--- src/nt2j_pkg.sv ---
// ============================================================================
// nt2j_pkg: shared types of the number text normalizer
// Result entry and result group formats passed between the step logic and
// the output burst buffer.
// ============================================================================
package nt2j_pkg;

  // Number of result entries that one input character can produce.
  localparam int unsigned NT2J_BURST = 4;

  // One result item as it leaves the block.
  typedef struct packed {
    logic [7:0] out_char;
    logic       has_char;
    logic       end_of_text;
    logic       failed;
  } nt2j_entry_t;

  // All results caused by one input character, entry 0 goes out first.
  typedef struct packed {
    logic [2:0]                       cnt;
    nt2j_entry_t [NT2J_BURST-1:0]     ents;
  } nt2j_group_t;

endpackage

--- src/nt2j_core.sv ---
// ============================================================================
// nt2j_core: grammar state and per-character step logic
// Holds the number grammar state and turns one character into a group of up
// to four result entries in a single combinational pass.
// ============================================================================
module nt2j_core (
  input  logic                 clk,
  input  logic                 rst_n,
  input  logic                 in_vld,
  input  logic [7:0]           in_char,
  input  logic                 in_last,
  input  logic                 burst_free,
  output logic                 fire,
  output logic                 load,
  output nt2j_pkg::nt2j_group_t grp
);
  import nt2j_pkg::*;

  localparam logic [7:0] CH_0     = 8'h30;
  localparam logic [7:0] CH_1     = 8'h31;
  localparam logic [7:0] CH_9     = 8'h39;
  localparam logic [7:0] CH_DOT   = 8'h2E;
  localparam logic [7:0] CH_E_LO  = 8'h65;
  localparam logic [7:0] CH_E_UP  = 8'h45;
  localparam logic [7:0] CH_PLUS  = 8'h2B;
  localparam logic [7:0] CH_MINUS = 8'h2D;
  localparam logic [7:0] CH_I     = 8'h69;
  localparam logic [7:0] CH_N     = 8'h6E;
  localparam logic [7:0] CH_F     = 8'h66;

  typedef enum logic [3:0] {
    PH_START, PH_SIGNED, PH_I1, PH_I2, PH_ZEROS, PH_DOTQ, PH_DOT1, PH_INT,
    PH_DOT2, PH_FRAC, PH_ECHK, PH_AFTER_E, PH_ESIGN, PH_EXP, PH_DONE
  } phase_t;

  typedef struct packed {
    phase_t phase;
    logic   dot_seen;
    logic   fail_flag;
    logic   wrote_any;
  } state_t;

  typedef struct packed {
    state_t          st;
    logic [2:0]      cnt;
    logic [3:0][7:0] chars;
  } work_t;

  typedef struct packed {
    state_t      st;
    nt2j_group_t grp;
  } step_t;

  localparam state_t ST_RESET = '{phase: PH_START, dot_seen: 1'b0,
                                  fail_flag: 1'b0, wrote_any: 1'b0};

  function automatic logic is_digit(logic [7:0] c);
    return (c >= CH_0) && (c <= CH_9);
  endfunction

  function automatic work_t push(work_t w, logic [7:0] ch);
    work_t r;
    r = w;
    if (w.cnt < 3'd4) begin
      r.chars[w.cnt[1:0]] = ch;
      r.cnt = w.cnt + 3'd1;
    end
    r.st.wrote_any = 1'b1;
    return r;
  endfunction

  // Stop emitting; a text that produced nothing so far has failed.
  function automatic work_t halt(work_t w);
    work_t r;
    r = w;
    r.st.phase = PH_DONE;
    if (!w.st.wrote_any) r.st.fail_flag = 1'b1;
    return r;
  endfunction

  function automatic step_t step(state_t s, logic [7:0] c, logic last);
    work_t w;
    logic  stop;
    logic  bad;
    step_t r;
    w.st    = s;
    w.cnt   = 3'd0;
    w.chars = '0;
    stop    = 1'b0;
    bad     = 1'b0;
    // A character may fall through several grammar phases before it is used.
    for (int i = 0; i < 8; i++) begin
      if (!stop) begin
        case (w.st.phase)
          PH_START: begin
            if (c == CH_MINUS) begin
              w = push(w, c);
              stop = 1'b1;
            end
            w.st.phase = PH_SIGNED;
          end
          PH_SIGNED: begin
            if (c == CH_I) begin
              w.st.phase = PH_I1;
              stop = 1'b1;
            end else if (c == CH_0) begin
              w.st.phase = PH_ZEROS;
              stop = 1'b1;
            end else begin
              w.st.phase = PH_DOTQ;
            end
          end
          PH_I1: begin
            if (c == CH_N) begin
              w.st.phase = PH_I2;
            end else begin
              w.st.fail_flag = 1'b1;
              w.st.phase = PH_DONE;
            end
            stop = 1'b1;
          end
          PH_I2: begin
            if (c == CH_F) begin
              w = push(w, CH_1);
              w = push(w, CH_E_LO);
              w = push(w, CH_9);
              w = push(w, CH_9);
            end else begin
              w.st.fail_flag = 1'b1;
            end
            w.st.phase = PH_DONE;
            stop = 1'b1;
          end
          PH_ZEROS: begin
            if (c == CH_0) stop = 1'b1;
            else w.st.phase = PH_DOTQ;
          end
          PH_DOTQ: begin
            if (c == CH_DOT) begin
              w = push(w, CH_0);
              w = push(w, CH_DOT);
              w.st.dot_seen = 1'b1;
              w.st.phase = PH_DOT1;
              stop = 1'b1;
            end else begin
              w.st.phase = PH_INT;
            end
          end
          PH_DOT1: begin
            if (!is_digit(c)) w = push(w, CH_0);
            w.st.phase = PH_INT;
          end
          PH_INT: begin
            if (is_digit(c)) begin
              w = push(w, c);
              stop = 1'b1;
            end else if (c == CH_DOT) begin
              if (w.st.dot_seen) begin
                w = halt(w);
              end else begin
                w = push(w, c);
                w.st.phase = PH_DOT2;
              end
              stop = 1'b1;
            end else begin
              w.st.phase = PH_ECHK;
            end
          end
          PH_DOT2: begin
            if (is_digit(c)) begin
              w = push(w, c);
              w.st.phase = PH_FRAC;
              stop = 1'b1;
            end else begin
              w = push(w, CH_0);
              w.st.phase = PH_ECHK;
            end
          end
          PH_FRAC: begin
            if (is_digit(c)) begin
              w = push(w, c);
              stop = 1'b1;
            end else begin
              w.st.phase = PH_ECHK;
            end
          end
          PH_ECHK: begin
            if (c == CH_E_LO || c == CH_E_UP) begin
              w = push(w, c);
              w.st.phase = PH_AFTER_E;
            end else begin
              w = halt(w);
            end
            stop = 1'b1;
          end
          PH_AFTER_E: begin
            if (c == CH_MINUS || c == CH_PLUS) begin
              w = push(w, c);
              stop = 1'b1;
            end
            w.st.phase = PH_ESIGN;
          end
          PH_ESIGN: begin
            if (is_digit(c)) begin
              w = push(w, c);
              w.st.phase = PH_EXP;
            end else begin
              w = push(w, CH_0);
              w = halt(w);
            end
            stop = 1'b1;
          end
          PH_EXP: begin
            if (is_digit(c)) w = push(w, c);
            else w = halt(w);
            stop = 1'b1;
          end
          default: begin
            w.st.phase = PH_DONE;
            stop = 1'b1;
          end
        endcase
      end
    end

    // Closing the text: patch unfinished forms and settle the status.
    if (last) begin
      case (w.st.phase)
        PH_SIGNED, PH_I1, PH_I2: bad = 1'b1;
        PH_ZEROS, PH_DOT1, PH_DOT2, PH_AFTER_E, PH_ESIGN: w = push(w, CH_0);
        default: bad = bad;
      endcase
      if (w.st.fail_flag || !w.st.wrote_any) bad = 1'b1;
    end

    r.grp = '0;
    if (last && (w.cnt == 3'd0)) begin
      r.grp.cnt = 3'd1;
      r.grp.ents[0].end_of_text = 1'b1;
      r.grp.ents[0].failed = bad;
    end else begin
      r.grp.cnt = w.cnt;
      for (int k = 0; k < NT2J_BURST; k++) begin
        r.grp.ents[k].out_char    = w.chars[k];
        r.grp.ents[k].has_char    = (3'(k) < w.cnt);
        r.grp.ents[k].end_of_text = last && (3'(k) == (w.cnt - 3'd1));
        r.grp.ents[k].failed      = last && bad && (3'(k) == (w.cnt - 3'd1));
      end
    end
    r.st = last ? ST_RESET : w.st;
    return r;
  endfunction

  state_t st_r;
  state_t st_nxt;
  step_t  res;

  always_comb begin
    res    = step(st_r, in_char, in_last);
    grp    = res.grp;
    fire   = in_vld && ((res.grp.cnt == 3'd0) || burst_free);
    load   = fire && (res.grp.cnt != 3'd0);
    st_nxt = fire ? res.st : st_r;
  end

  always_ff @(posedge clk) begin
    if (!rst_n) begin
      st_r <= ST_RESET;
    end else begin
      st_r <= st_nxt;
    end
  end

endmodule

--- src/nt2j_burst.sv ---
// ============================================================================
// nt2j_burst: output burst buffer
// Holds the result group of one character and hands it out one entry per
// accepted output request.
// ============================================================================
module nt2j_burst (
  input  logic                  clk,
  input  logic                  rst_n,
  input  logic                  load,
  input  nt2j_pkg::nt2j_group_t grp,
  input  logic                  out_ready,
  output logic                  out_valid,
  output nt2j_pkg::nt2j_entry_t out_ent,
  output logic                  free
);
  import nt2j_pkg::*;

  logic [2:0]                   cnt_r, cnt_nxt;
  logic [1:0]                   idx_r, idx_nxt;
  nt2j_entry_t [NT2J_BURST-1:0] ents_r;
  logic                         take;
  logic                         drain_last;

  assign out_valid  = (cnt_r != 3'd0);
  assign out_ent    = ents_r[idx_r];
  assign take       = out_valid && out_ready;
  assign drain_last = take && (({1'b0, idx_r} + 3'd1) == cnt_r);
  assign free       = !out_valid || drain_last;

  always_comb begin
    cnt_nxt = cnt_r;
    idx_nxt = idx_r;
    if (load) begin
      cnt_nxt = grp.cnt;
      idx_nxt = 2'd0;
    end else if (drain_last) begin
      cnt_nxt = 3'd0;
      idx_nxt = 2'd0;
    end else if (take) begin
      idx_nxt = idx_r + 2'd1;
    end
  end

  always_ff @(posedge clk) begin
    if (!rst_n) begin
      cnt_r <= 3'd0;
      idx_r <= 2'd0;
    end else begin
      cnt_r <= cnt_nxt;
      idx_r <= idx_nxt;
    end
  end

  always_ff @(posedge clk) begin
    if (load) begin
      ents_r <= grp.ents;
    end
  end

endmodule

--- src/number_text_to_json_normalizer.sv ---
// ============================================================================
// number_text_to_json_normalizer: numeric text to JSON number
// Streams the characters of a numeric text and re-emits them as a valid JSON
// number, with a status on the last result of each text.
// ============================================================================
//
//  Channel | Direction | tdata            | tuser                     | tlast
//  --------+-----------+------------------+---------------------------+------------
//  in_     | slave     | [7:0] in_char    | (none)                    | final_char
//  out_    | master    | [7:0] out_char   | [0] has_char, [1] failed  | end_of_text
//
// Each accepted character is registered, then stepped through the grammar in
// one combinational pass; its zero to four results land in the burst buffer
// together. Characters that give one result flow at one request per cycle while
// the output is ready; one that gives more stalls the input while the buffer drains.
// Reset (rst_n low, synchronous) returns the grammar to the start of a text
// and empties both the input register and the burst buffer.
// Either side may stall at any time; nothing is lost or repeated.
//
module number_text_to_json_normalizer (
  input  logic       clk,
  input  logic       rst_n,
  input  logic       in_tvalid,
  output logic       in_tready,
  input  logic [7:0] in_tdata,   // [7:0] in_char
  input  logic       in_tlast,   // final_char
  output logic       out_tvalid,
  input  logic       out_tready,
  output logic [7:0] out_tdata,  // [7:0] out_char
  output logic [1:0] out_tuser,  // [0] has_char, [1] failed
  output logic       out_tlast   // end_of_text
);
  import nt2j_pkg::*;

  // Input register: one character request waiting for the step logic.
  logic        in_vld_r;
  logic [7:0]  in_char_r;
  logic        in_last_r;

  logic        fire;
  logic        load;
  logic        burst_free;
  nt2j_group_t grp;
  nt2j_entry_t out_ent;

  // A new request enters when the register is empty or is consumed now.
  assign in_tready = !in_vld_r || fire;

  always_ff @(posedge clk) begin
    if (!rst_n) begin
      in_vld_r <= 1'b0;
    end else if (in_tvalid && in_tready) begin
      in_vld_r <= 1'b1;
    end else if (fire) begin
      in_vld_r <= 1'b0;
    end
  end

  always_ff @(posedge clk) begin
    if (in_tvalid && in_tready) begin
      in_char_r <= in_tdata;
      in_last_r <= in_tlast;
    end
  end

  // Grammar state and the per-character step.
  nt2j_core u_core (
    .clk        (clk),
    .rst_n      (rst_n),
    .in_vld     (in_vld_r),
    .in_char    (in_char_r),
    .in_last    (in_last_r),
    .burst_free (burst_free),
    .fire       (fire),
    .load       (load),
    .grp        (grp)
  );

  // Result registers, drained one entry per output request.
  nt2j_burst u_burst (
    .clk       (clk),
    .rst_n     (rst_n),
    .load      (load),
    .grp       (grp),
    .out_ready (out_tready),
    .out_valid (out_tvalid),
    .out_ent   (out_ent),
    .free      (burst_free)
  );

  assign out_tdata = out_ent.out_char;
  assign out_tuser = {out_ent.failed, out_ent.has_char};
  assign out_tlast = out_ent.end_of_text;

endmodule

--- config.mk ---
export PLATFORM = sky130hd
export DESIGN_NAME = number_text_to_json_normalizer
export DESIGN_NICKNAME = d
export VERILOG_FILES = /design/src/nt2j_pkg.sv /design/src/nt2j_core.sv /design/src/nt2j_burst.sv /design/src/number_text_to_json_normalizer.sv
export SDC_FILE = /design/constraint.sdc
export NUM_CORES = 1
export LEC_CHECK = 0
export BUFFER_PORTS_ARGS = -buffer_cell sky130_fd_sc_hd__buf_4
export CAP_MARGIN = 40
export CORE_ASPECT_RATIO = 1.75
export CORE_MARGIN = 2
export CORE_UTILIZATION = 40
export CTS_CLUSTER_SIZE = 12
export DETAILED_ROUTE_END_ITERATION = 8
export PLACE_DENSITY = 0.54
export REMOVE_ABC_BUFFERS = 1
export SYNTH_ARGS = -nofsm -noshare
export SYNTH_HDL_FRONTEND = slang
export SYNTH_SLANG_ARGS = --single-unit
export TNS_END_PERCENT = 30
--- constraint.sdc ---
create_clock -name clk -period 8.17 [get_ports clk]
set_input_delay 0.817 -clock clk [delete_from_list [all_inputs] [get_ports clk]]
set_output_delay 0.817 -clock clk [all_outputs]
set_load 0.05 [all_outputs]
==> results_dict.tcl <==
set metrics [dict create \
    synth-edff-count 53 \
    cp-end-kind "output port" \
    rsz0062_at_grt "no" \
    gp_congestion 1.00 \
    final_util_pct 48.6 \
    port_buffers 25 \
    max_cap_violations 0 \
    fillerInstances 1786 \
    coreArea_um2 17900 \
    ys_seq_area_share_pct 25.5 \
    antenna_found_initial 0 \
    hp-class "reg2reg" \
    seq_area_um2 1850 \
    drt_wl_total_mm 30.9 \
    clock.fmax_mhz 127 \
    place_area_um2 8160 \
    multi_input_area_um2 5150 \
    grt_use_total_pct 32.4 \
    crit_arrival_ps 7070 \
    cp_slowest_cell "or4b_4" \
    path_clk_slew_ps 60 \
    grt_start_max_net_pins 45 \
    min_period_ps 7890 \
    route.detailed.drc 0 \
    viasPerCell 6.58 \
    finalHoldViolCount 0 \
    ys_top_cells_by_area "edfxtp_1 (22%), ha_1 (5.9%), a21oi_1 (5.6%)" \
    htreeDepth 3 \
    fin_nets 1037 \
    yosys.area.top_type_share_pct 21.9 \
    r2r_slack_ps 600 \
    ant_nets 0 \
    area_growth_pct 20.0 \
    grt-ovfl-total 0 \
    synth.distinct_cells 101 \
    rows 65 \
    cts_buffer_depth 2 \
    synth.avg_cell_area_um2 7.91 \
    status "finished, final reports clean" \
    syn_area_um2 7250 \
    die_area_um2 19300 \
    grt_pass1_wl_mm 47.6 \
    async_reset_ff_share_pct 0 \
    critPathLaunchType "register" \
    vias 8092 \
    drtIter0Drc 715 \
    clock_sink_count 66 \
    cts-hold-fix-buffers 0 \
    clock_skew_ps 10.5 \
    post_drt_wl_per_cell_um 25.2 \
    design_area_um2 8700 \
    timing.final.max_slew_violations 0 \
    slew-limit-headroom_pct 49.8 \
    synth_warnings 0 \
    cts_tree "yes" \
    layout_common_cells "buf_4 (119), nand2_1 (91), a21oi_1 (78), nor2_1 (67), o21ai_0 (66)" \
    synth_top_area_cell "edfxtp_1" \
    start_util_pct 40.5 \
    io_pins 26 \
    dp_hpwl_mm 24.4 \
    clk_latency_ps 340 \
    fin_crit_sh_pct 96.6 \
    critPathMaxStageDelay_ps 510 \
    crit_fanout 13 \
    dieHeight_um 182 \
    tightest_slew_ps 745 \
    setup_viol 0 \
    synth_cells 917 \
    ys_seq_elements 66 \
    dr.pass1.iters 6 \
    path_class "reg2out" \
    layout_commonest_cell "buf_4" \
    root_buffer "clkbuf_16" \
    grt_pass1_vias 8092 \
    die_x_um 106 \
    synth_ff_type "edfxtp_1" \
    num_antenna_cells 0 \
    cts_buffers 9 \
    drive_gt1_share_pct 21.3 \
    required_ps 7350 \
]
## kinds of logic (layout without fill, tap and decap cells)
group	count (synthesis)	in the layout	share of synthesized area, %
and+or+nand+nor	352	352	25.4
AOI/OAI and AO/OA	333	333	31.8
buffers and inverters	105	180	5.92
DFF	66	66	25.5
adders and majority gates	34	34	5.87
muxes	19	19	4.57
xor gates and xnor gates	7	7	0.845
other	1	4	0.0517
## sequential cells by signal, indices dropped and copies added (netlist names)
name,count
u_burst.cnt_r,3
u_burst.idx_r,2
u_burst.ents_r,44
in_vld_r,1
in_last_r,1
u_core.st_r,7
in_char_r,8
## final cells by class
cell class,count,area share (%)
Multi-Input combinational cell,749,59.2
Sequential cell,66,21.3
Timing Repair Buffer,125,11.2
Tap cell,234,3.36
Clock buffer,14,3.16
Inverter,39,1.70
Clock inverter,2,0.115
## worst paths after layout
path | from | end | cells past startpoint
min reg2reg | u_core.st_r[1]$_SDFFE_PN0P_ | u_core.st_r[1]$_SDFFE_PN0P_ | 2
min | u_core.st_r[1]$_SDFFE_PN0P_ | u_core.st_r[1]$_SDFFE_PN0P_ | 2
max reg2reg | in_char_r[6]$_DFFE_PP_ | u_burst.ents_r[17]$_SDFFCE_PP0P_ | 32
max | in_char_r[6]$_DFFE_PP_ | in_tready | 30
## metrics by stage
stage                     setup slack, ps  cells  hold slack [ps]  setup TNS, ps
final                                 282   1229              502              0
after detailed placement             63.8   1203              476              0
after global routing                 13.5   1229              528              0
after global placement                227   1201              481              0
after CTS                            21.7   1224              491              0
after floorplan                      -771    854              435         -38880
## critical path: cells and delay by family, from the launching register on
kind,cells,cell delay (ps)
compound gates,11,2460
fa+ha+maj,4,1170
buf+inv,5,790
flops,1,400
mux,1,130
simple gates,9,1790
## repair_timing
item | in CTS | in global routing
gates resized for setup | 4 | 37
buffers inserted | 5 | 5
pin swaps | 2 | 4
setup endpoints to repair | 1 | 75
hold endpoints to repair | 0 | 0
## synthesized netlist by cell type (9+ instances only)
| cell | count |
|---|---|
| nand2_1 | 93 |
| a21oi_1 | 81 |
| nor2_1 | 69 |
| o21ai_0 | 68 |
| edfxtp_1 | 53 |
| clkbuf_1 | 43 |
| inv_1 | 37 |
| nand3_1 | 35 |
| nor3_1 | 35 |
| ha_1 | 34 |
| a31oi_1 | 24 |
| a211oi_1 | 23 |
| and2_1 | 17 |
| a21o_1 | 13 |
| dfxtp_1 | 13 |
| buf_2 | 12 |
| mux4_2 | 11 |
| nand2b_1 | 11 |
| nand4_1 | 11 |
| o211ai_1 | 10 |
| o22ai_1 | 10 |
| a211o_1 | 9 |
| and3_1 | 9 |
| nor4_1 | 9 |
## metal layers
| metal | global-route usage [%] | routed length (um) | vias up |
|---|---|---|---|
| met1 | 34.4 | 10700 | 3791 |
| met3 | 3.93 | 1840 | 172 |
| met5 | 0 | 0 | - |
| li1 | - | - | 3666 |
| met2 | 58.1 | 15600 | 463 |
| met4 | 23.9 | 2850 | 0 |
Power is left out: the tool's default activity adds up to more than one toggle a clock period on the data nets, which glitch-free logic cannot reach.
